`src/hdl/mh2_pkg.sv`:
```
// ---------------------------------------------------------------------------
// mh2_pkg
// Shared types, constants and the control store of the murmur2 hash unit.
// ---------------------------------------------------------------------------
`default_nettype none

package mh2_pkg;

   localparam logic [31:0] MIX_M = 32'h5bd1e995;
   localparam int unsigned MIX_R = 24;
   localparam int unsigned FIN_A = 13;
   localparam int unsigned FIN_B = 15;

   localparam int unsigned DATA_W   = 32;
   localparam int unsigned CNT_W    = 3;
   localparam int unsigned STEP_W   = 3;
   localparam int unsigned CSR_AW   = 3;
   localparam logic [CNT_W-1:0] FULL_CNT = 3'd4;

   // csr register index
   localparam logic REG_HASH_SEED = 1'b0;

   // multiplier operand source
   typedef enum logic [2:0] {
      MUL_WORD,       // input word
      MUL_ACC_MIX,    // acc ^ (acc >> 24)
      MUL_HASH,       // running hash
      MUL_HASH_TAIL,  // running hash ^ masked tail bytes
      MUL_HASH_FIN    // running hash ^ (hash >> 13)
   } mul_sel_type;

   // branch condition
   typedef enum logic [2:0] {
      JMP_NEXT,
      JMP_ALWAYS,
      JMP_IF_EMPTY,
      JMP_IF_PARTIAL,
      JMP_IF_OUT_BUSY
   } jmp_type;

   // end-of-transaction condition
   typedef enum logic [1:0] {
      FIN_NEVER,
      FIN_ALWAYS,
      FIN_IF_NOT_LAST
   } fin_type;

   typedef struct packed {
      mul_sel_type      mul_sel;
      logic             acc_we;
      logic             hash_we;
      logic             hash_fold;
      logic             pre;
      logic             emit;
      jmp_type          jmp;
      logic [STEP_W-1:0] target;
      fin_type          fin;
   } ctrl_word_type;

   // strobes from sequencer to datapath
   typedef struct packed {
      mul_sel_type mul_sel;
      logic        acc_we;
      logic        hash_we;
      logic        hash_fold;
      logic        pre;
      logic        emit;
      logic        load;
   } dp_ctrl_type;

   // datapath status used for branching
   typedef struct packed {
      logic empty;
      logic partial;
      logic last;
      logic out_busy;
   } dp_stat_type;

   localparam logic [STEP_W-1:0] ST_PRE  = 3'd0;
   localparam logic [STEP_W-1:0] ST_K1   = 3'd1;
   localparam logic [STEP_W-1:0] ST_K2   = 3'd2;
   localparam logic [STEP_W-1:0] ST_HF   = 3'd3;
   localparam logic [STEP_W-1:0] ST_TAIL = 3'd4;
   localparam logic [STEP_W-1:0] ST_AV1  = 3'd5;
   localparam logic [STEP_W-1:0] ST_AV2  = 3'd6;
   localparam logic [STEP_W-1:0] ST_CHK  = 3'd7;

   // control store
   function automatic ctrl_word_type rom_word(input logic [STEP_W-1:0] step);
      ctrl_word_type cw;
      cw = '{mul_sel: MUL_WORD, acc_we: 1'b0, hash_we: 1'b0, hash_fold: 1'b0,
             pre: 1'b0, emit: 1'b0, jmp: JMP_NEXT, target: ST_PRE, fin: FIN_NEVER};
      unique case (step)
         ST_PRE: begin
            cw.pre    = 1'b1;
            cw.jmp    = JMP_IF_EMPTY;
            cw.target = ST_CHK;
         end
         ST_K1: begin
            cw.mul_sel = MUL_WORD;
            cw.acc_we  = 1'b1;
            cw.jmp     = JMP_IF_PARTIAL;
            cw.target  = ST_TAIL;
         end
         ST_K2: begin
            cw.mul_sel = MUL_ACC_MIX;
            cw.acc_we  = 1'b1;
         end
         ST_HF: begin
            cw.mul_sel   = MUL_HASH;
            cw.hash_we   = 1'b1;
            cw.hash_fold = 1'b1;
            cw.jmp       = JMP_ALWAYS;
            cw.target    = ST_AV1;
            cw.fin       = FIN_IF_NOT_LAST;
         end
         ST_TAIL: begin
            cw.mul_sel = MUL_HASH_TAIL;
            cw.hash_we = 1'b1;
            cw.fin     = FIN_IF_NOT_LAST;
         end
         ST_AV1: begin
            cw.mul_sel = MUL_HASH_FIN;
            cw.acc_we  = 1'b1;
         end
         ST_AV2: begin
            cw.emit   = 1'b1;
            cw.jmp    = JMP_IF_OUT_BUSY;
            cw.target = ST_AV2;
            cw.fin    = FIN_ALWAYS;
         end
         ST_CHK: begin
            cw.jmp    = JMP_ALWAYS;
            cw.target = ST_AV1;
            cw.fin    = FIN_IF_NOT_LAST;
         end
         default: begin
            cw.fin = FIN_ALWAYS;
         end
      endcase
      return cw;
   endfunction

endpackage

`default_nettype wire

```
`src/hdl/mh2_datapath.sv`:
```
// ---------------------------------------------------------------------------
// mh2_datapath
// Input holding registers, key state, one constant multiplier and the
// result register of the murmur2 hash unit.
// ---------------------------------------------------------------------------
`default_nettype none

module mh2_datapath (
   input  wire logic                       clock,
   input  wire logic                       reset,
   input  wire mh2_pkg::dp_ctrl_type       ctrl,
   output mh2_pkg::dp_stat_type            stat,
   input  wire logic [31:0]                hash_seed,
   input  wire logic                       req_start_of_key,
   input  wire logic [31:0]                req_key_length,
   input  wire logic [31:0]                req_data_word,
   input  wire logic [mh2_pkg::CNT_W-1:0]  req_byte_count,
   input  wire logic                       req_end_of_key,
   output logic                            rsp_valid,
   input  wire logic                       rsp_stall,
   output logic [31:0]                     rsp_hash_value,
   output logic                            rsp_length_error
);

   // transaction holding registers
   logic                        start_ff;
   logic [31:0]                 klen_ff;
   logic [31:0]                 word_ff;
   logic [mh2_pkg::CNT_W-1:0]   cnt_ff;
   logic                        last_ff;

   // key state
   logic [31:0] hash_ff, hash_in;
   logic [31:0] acc_ff, acc_in;
   logic [31:0] bytes_ff, bytes_in;
   logic [31:0] len_ff, len_in;
   logic        misuse_ff, misuse_in;

   // result register
   logic        out_valid_ff, out_valid_in;
   logic [31:0] out_hash_ff;
   logic        out_err_ff;

   logic        over;
   logic [mh2_pkg::CNT_W-1:0] cnt_c;
   logic        partial;
   logic [31:0] tail;
   logic [31:0] mul_src;
   logic [31:0] mul_res;
   logic [31:0] bytes_base;
   logic [32:0] bytes_sum;
   logic        out_free;

   assign over    = cnt_ff > mh2_pkg::FULL_CNT;
   assign cnt_c   = over ? mh2_pkg::FULL_CNT : cnt_ff;
   assign partial = (cnt_c != '0) && (cnt_c != mh2_pkg::FULL_CNT);

   always_comb begin
      unique case (cnt_c)
         3'd1:    tail = {24'd0, word_ff[7:0]};
         3'd2:    tail = {16'd0, word_ff[15:0]};
         3'd3:    tail = {8'd0, word_ff[23:0]};
         default: tail = word_ff;
      endcase
   end

   always_comb begin
      unique case (ctrl.mul_sel)
         mh2_pkg::MUL_WORD:      mul_src = word_ff;
         mh2_pkg::MUL_ACC_MIX:   mul_src = acc_ff ^ (acc_ff >> mh2_pkg::MIX_R);
         mh2_pkg::MUL_HASH:      mul_src = hash_ff;
         mh2_pkg::MUL_HASH_TAIL: mul_src = hash_ff ^ tail;
         mh2_pkg::MUL_HASH_FIN:  mul_src = hash_ff ^ (hash_ff >> mh2_pkg::FIN_A);
         default:                mul_src = hash_ff;
      endcase
   end

   // low 32 bits of the product are all that is kept
   assign mul_res = mul_src * mh2_pkg::MIX_M;

   assign bytes_base = start_ff ? 32'd0 : bytes_ff;
   assign bytes_sum  = {1'b0, bytes_base} + {30'd0, cnt_c};
   assign out_free   = !out_valid_ff || !rsp_stall;

   always_comb begin
      hash_in   = hash_ff;
      acc_in    = acc_ff;
      bytes_in  = bytes_ff;
      len_in    = len_ff;
      misuse_in = misuse_ff;
      if (ctrl.pre) begin
         if (start_ff) begin
            hash_in = hash_seed ^ klen_ff;
            len_in  = klen_ff;
         end
         // byte total saturates
         bytes_in  = bytes_sum[32] ? 32'hffff_ffff : bytes_sum[31:0];
         misuse_in = (misuse_ff && !start_ff) || over || bytes_sum[32] ||
                     (partial && !last_ff);
      end
      if (ctrl.acc_we) begin
         acc_in = mul_res;
      end
      if (ctrl.hash_we) begin
         hash_in = ctrl.hash_fold ? (mul_res ^ acc_ff) : mul_res;
      end
   end

   always_comb begin
      out_valid_in = out_valid_ff && rsp_stall;
      if (ctrl.emit) begin
         out_valid_in = 1'b1;
      end
   end

   always_ff @(posedge clock) begin
      if (reset) begin
         hash_ff      <= '0;
         bytes_ff     <= '0;
         len_ff       <= '0;
         misuse_ff    <= 1'b0;
         out_valid_ff <= 1'b0;
      end else begin
         hash_ff      <= hash_in;
         bytes_ff     <= bytes_in;
         len_ff       <= len_in;
         misuse_ff    <= misuse_in;
         out_valid_ff <= out_valid_in;
      end
   end

   always_ff @(posedge clock) begin
      acc_ff <= acc_in;
      if (ctrl.load) begin
         start_ff <= req_start_of_key;
         klen_ff  <= req_key_length;
         word_ff  <= req_data_word;
         cnt_ff   <= req_byte_count;
         last_ff  <= req_end_of_key;
      end
      if (ctrl.emit) begin
         out_hash_ff <= acc_ff ^ (acc_ff >> mh2_pkg::FIN_B);
         out_err_ff  <= misuse_ff || (bytes_ff != len_ff);
      end
   end

   assign stat.empty    = (cnt_c == '0);
   assign stat.partial  = partial;
   assign stat.last     = last_ff;
   assign stat.out_busy = !out_free;

   assign rsp_valid        = out_valid_ff;
   assign rsp_hash_value   = out_hash_ff;
   assign rsp_length_error = out_err_ff;

endmodule

`default_nettype wire

```
`src/hdl/mh2_sequencer.sv`:
```
// ---------------------------------------------------------------------------
// mh2_sequencer
// Step counter over the control store, with conditional jumps and the
// input handshake.
// ---------------------------------------------------------------------------
`default_nettype none

module mh2_sequencer (
   input  wire logic                  clock,
   input  wire logic                  reset,
   input  wire logic                  req_valid,
   output logic                       req_stall,
   input  wire mh2_pkg::dp_stat_type  stat,
   output mh2_pkg::dp_ctrl_type       ctrl
);

   logic                        busy_ff, busy_in;
   logic [mh2_pkg::STEP_W-1:0]  step_ff, step_in;
   mh2_pkg::ctrl_word_type      cw;
   logic                        take;
   logic                        wait_out;
   logic                        fin;
   logic                        accept;

   assign cw = mh2_pkg::rom_word(step_ff);

   always_comb begin
      unique case (cw.jmp)
         mh2_pkg::JMP_NEXT:        take = 1'b0;
         mh2_pkg::JMP_ALWAYS:      take = 1'b1;
         mh2_pkg::JMP_IF_EMPTY:    take = stat.empty;
         mh2_pkg::JMP_IF_PARTIAL:  take = stat.partial;
         mh2_pkg::JMP_IF_OUT_BUSY: take = stat.out_busy;
         default:                  take = 1'b0;
      endcase
   end

   // result register still full: hold this step
   assign wait_out = (cw.jmp == mh2_pkg::JMP_IF_OUT_BUSY) && stat.out_busy;

   always_comb begin
      unique case (cw.fin)
         mh2_pkg::FIN_NEVER:       fin = 1'b0;
         mh2_pkg::FIN_ALWAYS:      fin = !wait_out;
         mh2_pkg::FIN_IF_NOT_LAST: fin = !stat.last;
         default:                  fin = 1'b1;
      endcase
   end

   // next transaction may enter on the final step
   assign req_stall = busy_ff && !fin;
   assign accept    = req_valid && !req_stall;

   always_comb begin
      busy_in = busy_ff;
      step_in = step_ff;
      if (accept) begin
         busy_in = 1'b1;
         step_in = mh2_pkg::ST_PRE;
      end else if (busy_ff) begin
         if (fin) begin
            busy_in = 1'b0;
         end else if (take) begin
            step_in = cw.target;
         end else begin
            step_in = step_ff + 1'b1;
         end
      end
   end

   always_ff @(posedge clock) begin
      if (reset) begin
         busy_ff <= 1'b0;
         step_ff <= mh2_pkg::ST_PRE;
      end else begin
         busy_ff <= busy_in;
         step_ff <= step_in;
      end
   end

   assign ctrl.mul_sel   = cw.mul_sel;
   assign ctrl.acc_we    = busy_ff && cw.acc_we;
   assign ctrl.hash_we   = busy_ff && cw.hash_we;
   assign ctrl.hash_fold = cw.hash_fold;
   assign ctrl.pre       = busy_ff && cw.pre;
   assign ctrl.emit      = busy_ff && cw.emit && !wait_out;
   assign ctrl.load      = accept;

endmodule

`default_nettype wire

```
`src/hdl/murmur2_hash32_unit.sv`:
```
// ---------------------------------------------------------------------------
// murmur2_hash32_unit
// 32-bit murmur2 key hash over a stream of little-endian words.
// ---------------------------------------------------------------------------
// One key word is taken per transaction and worked by a microcoded sequencer
// that steers a single 32x32 multiplier by the mixing constant. A full word
// that does not end the key takes three dependent multiplies and the length
// bookkeeping step; a partial one takes the bookkeeping, key and tail steps
// and an empty one the bookkeeping and check steps. The last word of a key
// adds the final avalanche and the result load, which waits while rsp_stall
// holds the result register. The next word is taken in the final step of the
// current one. The seed register is read at the first word of each key.
// ---------------------------------------------------------------------------
`default_nettype none

module murmur2_hash32_unit (
   input  wire logic                        clock,
   input  wire logic                        reset,
   // key words
   input  wire logic                        req_valid,
   output logic                             req_stall,
   input  wire logic                        req_start_of_key,
   input  wire logic [31:0]                 req_key_length,
   input  wire logic [31:0]                 req_data_word,
   input  wire logic [mh2_pkg::CNT_W-1:0]   req_byte_count,
   input  wire logic                        req_end_of_key,
   // hash results
   output logic                             rsp_valid,
   input  wire logic                        rsp_stall,
   output logic [31:0]                      rsp_hash_value,
   output logic                             rsp_length_error,
   // register access
   input  wire logic                        psel,
   input  wire logic                        penable,
   input  wire logic                        pwrite,
   input  wire logic [mh2_pkg::CSR_AW-1:0]  paddr,
   input  wire logic [31:0]                 pwdata,
   output logic [31:0]                      prdata,
   output logic                             pready
);

   logic [31:0]           seed_ff, seed_in;
   mh2_pkg::dp_ctrl_type  ctrl;
   mh2_pkg::dp_stat_type  stat;
   logic                  csr_wr;

   assign pready = 1'b1;
   assign csr_wr = psel && penable && pwrite;

   always_comb begin
      seed_in = seed_ff;
      if (csr_wr && (paddr[2] == mh2_pkg::REG_HASH_SEED)) begin
         seed_in = pwdata;
      end
   end

   always_ff @(posedge clock) begin
      if (reset) begin
         seed_ff <= '0;
      end else begin
         seed_ff <= seed_in;
      end
   end

   assign prdata = (paddr[2] == mh2_pkg::REG_HASH_SEED) ? seed_ff : 32'd0;

   mh2_sequencer u_seq (
      .clock     (clock),
      .reset     (reset),
      .req_valid (req_valid),
      .req_stall (req_stall),
      .stat      (stat),
      .ctrl      (ctrl)
   );

   mh2_datapath u_dp (
      .clock            (clock),
      .reset            (reset),
      .ctrl             (ctrl),
      .stat             (stat),
      .hash_seed        (seed_ff),
      .req_start_of_key (req_start_of_key),
      .req_key_length   (req_key_length),
      .req_data_word    (req_data_word),
      .req_byte_count   (req_byte_count),
      .req_end_of_key   (req_end_of_key),
      .rsp_valid        (rsp_valid),
      .rsp_stall        (rsp_stall),
      .rsp_hash_value   (rsp_hash_value),
      .rsp_length_error (rsp_length_error)
   );

endmodule

`default_nettype wire

```
`config.mk`:
```
export PLATFORM = sky130hd
export DESIGN_NAME = murmur2_hash32_unit
export DESIGN_NICKNAME = d
export VERILOG_FILES = /design/src/hdl/mh2_pkg.sv /design/src/hdl/mh2_datapath.sv /design/src/hdl/mh2_sequencer.sv /design/src/hdl/murmur2_hash32_unit.sv
export SDC_FILE = /design/constraint.sdc
export NUM_CORES = 1
export LEC_CHECK = 0
export BUFFER_PORTS_ARGS = -buffer_cell sky130_fd_sc_hd__buf_2
export CORE_ASPECT_RATIO = 0.5
export CORE_MARGIN = 2
export CORE_UTILIZATION = 30
export CTS_BUF_LIST = sky130_fd_sc_hd__clkbuf_16
export CTS_CLUSTER_SIZE = 8
export DETAILED_ROUTE_END_ITERATION = 8
export GPL_TIMING_DRIVEN = 0
export SYNTH_ARGS = -nofsm -noshare
export SYNTH_HDL_FRONTEND = slang
export SYNTH_SLANG_ARGS = --single-unit
```
`constraint.sdc`:
```
create_clock -name clock -period 8 [get_ports clock]
set_clock_uncertainty 0.05 [all_clocks]
set_input_delay 1.6 -clock clock [delete_from_list [all_inputs] [get_ports clock]]
set_output_delay 1.6 -clock clock [all_outputs]
set_load 0.03 [all_outputs]
```
==> out/metrics.cfg <==
[global_route]
grt_max_degree = 33
first_global_vias = 18300
grt_pass1_wl_um = 107000
use_met2 = 0.319
met3_usage = 0.0230
grt_usage = 0.186
grt_overflow_total = 0
antenna_found_initial = 0
grt_use_met1 = 0.232
grt_busiest_layer = met2

[logic_synthesis]
synth_top_family_by_area = adder cells
synthAdderAreaFrac = 0.297
async_flop_share = 0
syn_area_um2 = 21800
netlist_top_cells_area = edfxtp_1 (18%), fa_1 (17%), ha_1 (13%), dfxtp_1 (12%), inv_1 (6.5%)
yosysTopAreaCell = edfxtp_1
synth_compound_area_frac = 0.120
synth.top_cell.area_share = 0.185
synthXorXnorAreaFrac = 0.0721
yosysWarnings = 0
synth_edf_count = 134
synth-simple-area-share = 0.119
synth_mux_area_frac = 0.000460
yosys.cell_types.count = 78
avgSynthCellArea_um2 = 9.47
yosys-top-cells-count = inv_1 (377), ha_1 (225), nand2_1 (223)
synth_seq_cells = 268
post-synth-top-count-cell = inv_1
ys_seq_area_frac = 0.308
synthFlopType = edfxtp_1
syn_inst = 2298
synth_nets = 2816

[clock_network]
clk_pin_slew_ns = 0.06
clock-sinks = 268
cts_tree = done
clock_latency_ns = 0.54
ctsHoldBuffers = 0
clk_path_buf_depth = 3
h-tree-depth = 2
numCtsBuffers = 39
cts-root-buf = clkbuf_16

[critical_path]
required_ns = 8.38
worstRegToRegCells = 30
worstSetupPathType = flip-flop to flip-flop
slowest_delay_ns = 0.63
cp_num_buf_inv = 8
worstSetupEndpointType = flip-flop
critPathArrivalTime_ns = 8.80
cp_max_fo = 10
timing.rr.end = u_dp.hash_ff[31]$_SDFFE_PP0P_
cp-start-kind = flip-flop
r2r_slack_ns = -0.41
rr_startpoint = u_seq.step_ff[0]$_SDFFE_PP0P_
slowest_stage = fa_2
critPathTopFamily = adder cells

[detailed_routing]
route.antenna.remaining_nets = 0
drtPass1Iterations = 5
viasPerCell = 4.97
drt_wl_total_um = 71000
drt_iter0_drc = 1289
wl_per_cell_um = 19.6
post-route-drc-count = 0
vias = 18000

[sta]
fin_crit_sh = 1.05
worst_slack_ns = -0.411
timing.final.crit_period_ns = 8.41
finalSetupTns_ns = -3.05
slew_viol_final = 0
relSlewSlack = 0.364
rsz0062_at_grt = true
hold_ws_ns = 0.422
tightest_slew_ns = 0.947
fmax_mhz = 119
setup_violations = 17
hold_viol_final = 0

[flow_run]
maxCapViolCount = 0

[worst_hold_path]
hold_end = u_dp.len_ff[21]$_SDFFE_PP0P_
hold_path.startpoint = u_dp.len_ff[21]$_SDFFE_PP0P_
hp-class = flip-flop to flip-flop
whs_path_depth = 2

[floorplan]
ios = 179
dieArea_um2 = 74800
rows = 69
core_region_area_um2 = 71400
initial_core_util = 0.305
die_w_um = 385
die_h_um = 194

[layout]
area_delta_synth_final_pct = 26.9
multi_input_area_um2 = 14600
fillers = 6935
register_area_um2 = 6710
final_core_util = 0.387
num-nets-final = 3160
antenna_cells = 0
drive_above_1_share = 0.223

[status]
violations = setup timing
outcome = complete, but fails checks

[place]
hpwlAfterDp_um = 53400
io_buffers = 174
gp_congestion = 0.939

-- final cells by class --
| cell class | count | share of cell area |
|---|---|---|
| multi-input combinational | 1562 | 0.527 |
| sequential | 268 | 0.243 |
| timing repair buffer | 307 | 0.0779 |
| inverter | 378 | 0.0518 |
| tap | 958 | 0.0434 |
| clock buffer | 41 | 0.0371 |
| buffer | 86 | 0.0164 |
| clock inverter | 26 | 0.00353 |
-- repair_timing --
item / CTS / global route
pin swaps: 141 / 84
gates cloned: 1 / 0
endpoints found under the setup margin: 36 / 31
setup buffers: 95 / 35
resized for setup: 197 / 87
-- worst reg2reg max path: cells and delay by family, from the launching register on --
family / cells / cell delay [ns]
AO/OA/AOI/OAI: 3 / 0.79
XOR/XNOR: 8 / 1.51
adder cells (fa/ha/maj): 9 / 4.17
buffers and inverters: 8 / 0.91
flip-flops: 1 / 0.36
AND/OR/NAND/NOR: 2 / 0.52
-- worst max path at each step --
stage / from / end / cells after the start
floorplan: u_seq.step_ff[2]$_SDFFE_PP0P_ / u_dp.hash_ff[31]$_SDFFE_PP0P_ / 36
global placement: u_seq.step_ff[2]$_SDFFE_PP0P_ / u_dp.hash_ff[28]$_SDFFE_PP0P_ / 34
detailed placement: u_seq.step_ff[2]$_SDFFE_PP0P_ / u_dp.hash_ff[28]$_SDFFE_PP0P_ / 34
CTS: u_seq.step_ff[2]$_SDFFE_PP0P_ / u_dp.hash_ff[31]$_SDFFE_PP0P_ / 36
global route: u_seq.step_ff[2]$_SDFFE_PP0P_ / u_dp.hash_ff[31]$_SDFFE_PP0P_ / 39
finish: u_seq.step_ff[0]$_SDFFE_PP0P_ / u_dp.hash_ff[31]$_SDFFE_PP0P_ / 30
-- state kept, by name, indices dropped and copies added, names as in the netlist, 3 cells and up --
signal / cells
seed_ff: 32
u_dp.acc_ff: 32
u_dp.bytes_ff: 32
u_dp.hash_ff: 32
u_dp.klen_ff: 32
u_dp.len_ff: 32
u_dp.rsp_hash_value: 32
u_dp.word_ff: 32
u_dp.cnt_ff: 3
u_seq.step_ff: 3
-- per-layer routing --
layer  wire [um]  share of wire
met1       28400           0.40
met2       34500           0.49
met3        4140          0.058
met4        3930          0.055
met5           0              0
-- placed cells by master (no fill, tap or decap), drive strengths merged, types with 6 or more instances in the layout --
master and count:
inv 403, buf 329, ha 225, nand2 224, fa 182, a21oi 174
nor2 158, edfxtp 134, dfxtp 134, clkbuf 105, xnor2 88, xor2 86
a211oi 58, o21ai 53, nor3 44, nor2b 42, nand3 30, o22ai 12
a31oi 11, o21a 11, nor4 10, a221oi 10, a221o 10, a21o 9
and3 9, o211ai 8, nand2b 8, or2 6, and2 6, a2111oi 6
-- per-stage QoR --
step                      area, um^2  std cells  setup slack (ns)
after global placement         24000       3430             -1.41
after global routing           27600       3626            -0.612
after floorplan                21900       2298           0.00675
final                          27600       3626            -0.411
after detailed placement       24100       3433             -1.46
after CTS                      27000       3594            -0.339
-- cells by family (layout without fill, tap and decap cells) --
family | count (synthesis) | count (layout)
buf+inv | 468 | 838
simple gates | 569 | 569
other cells | 1 | 1
mux | 1 | 1
fa+ha+maj | 407 | 407
flops | 268 | 268
compound gates | 408 | 408
xor+xnor | 176 | 176
Power is left out: the tool's default activity adds up to more than one toggle a clock period on the data nets, which glitch-free logic cannot reach.
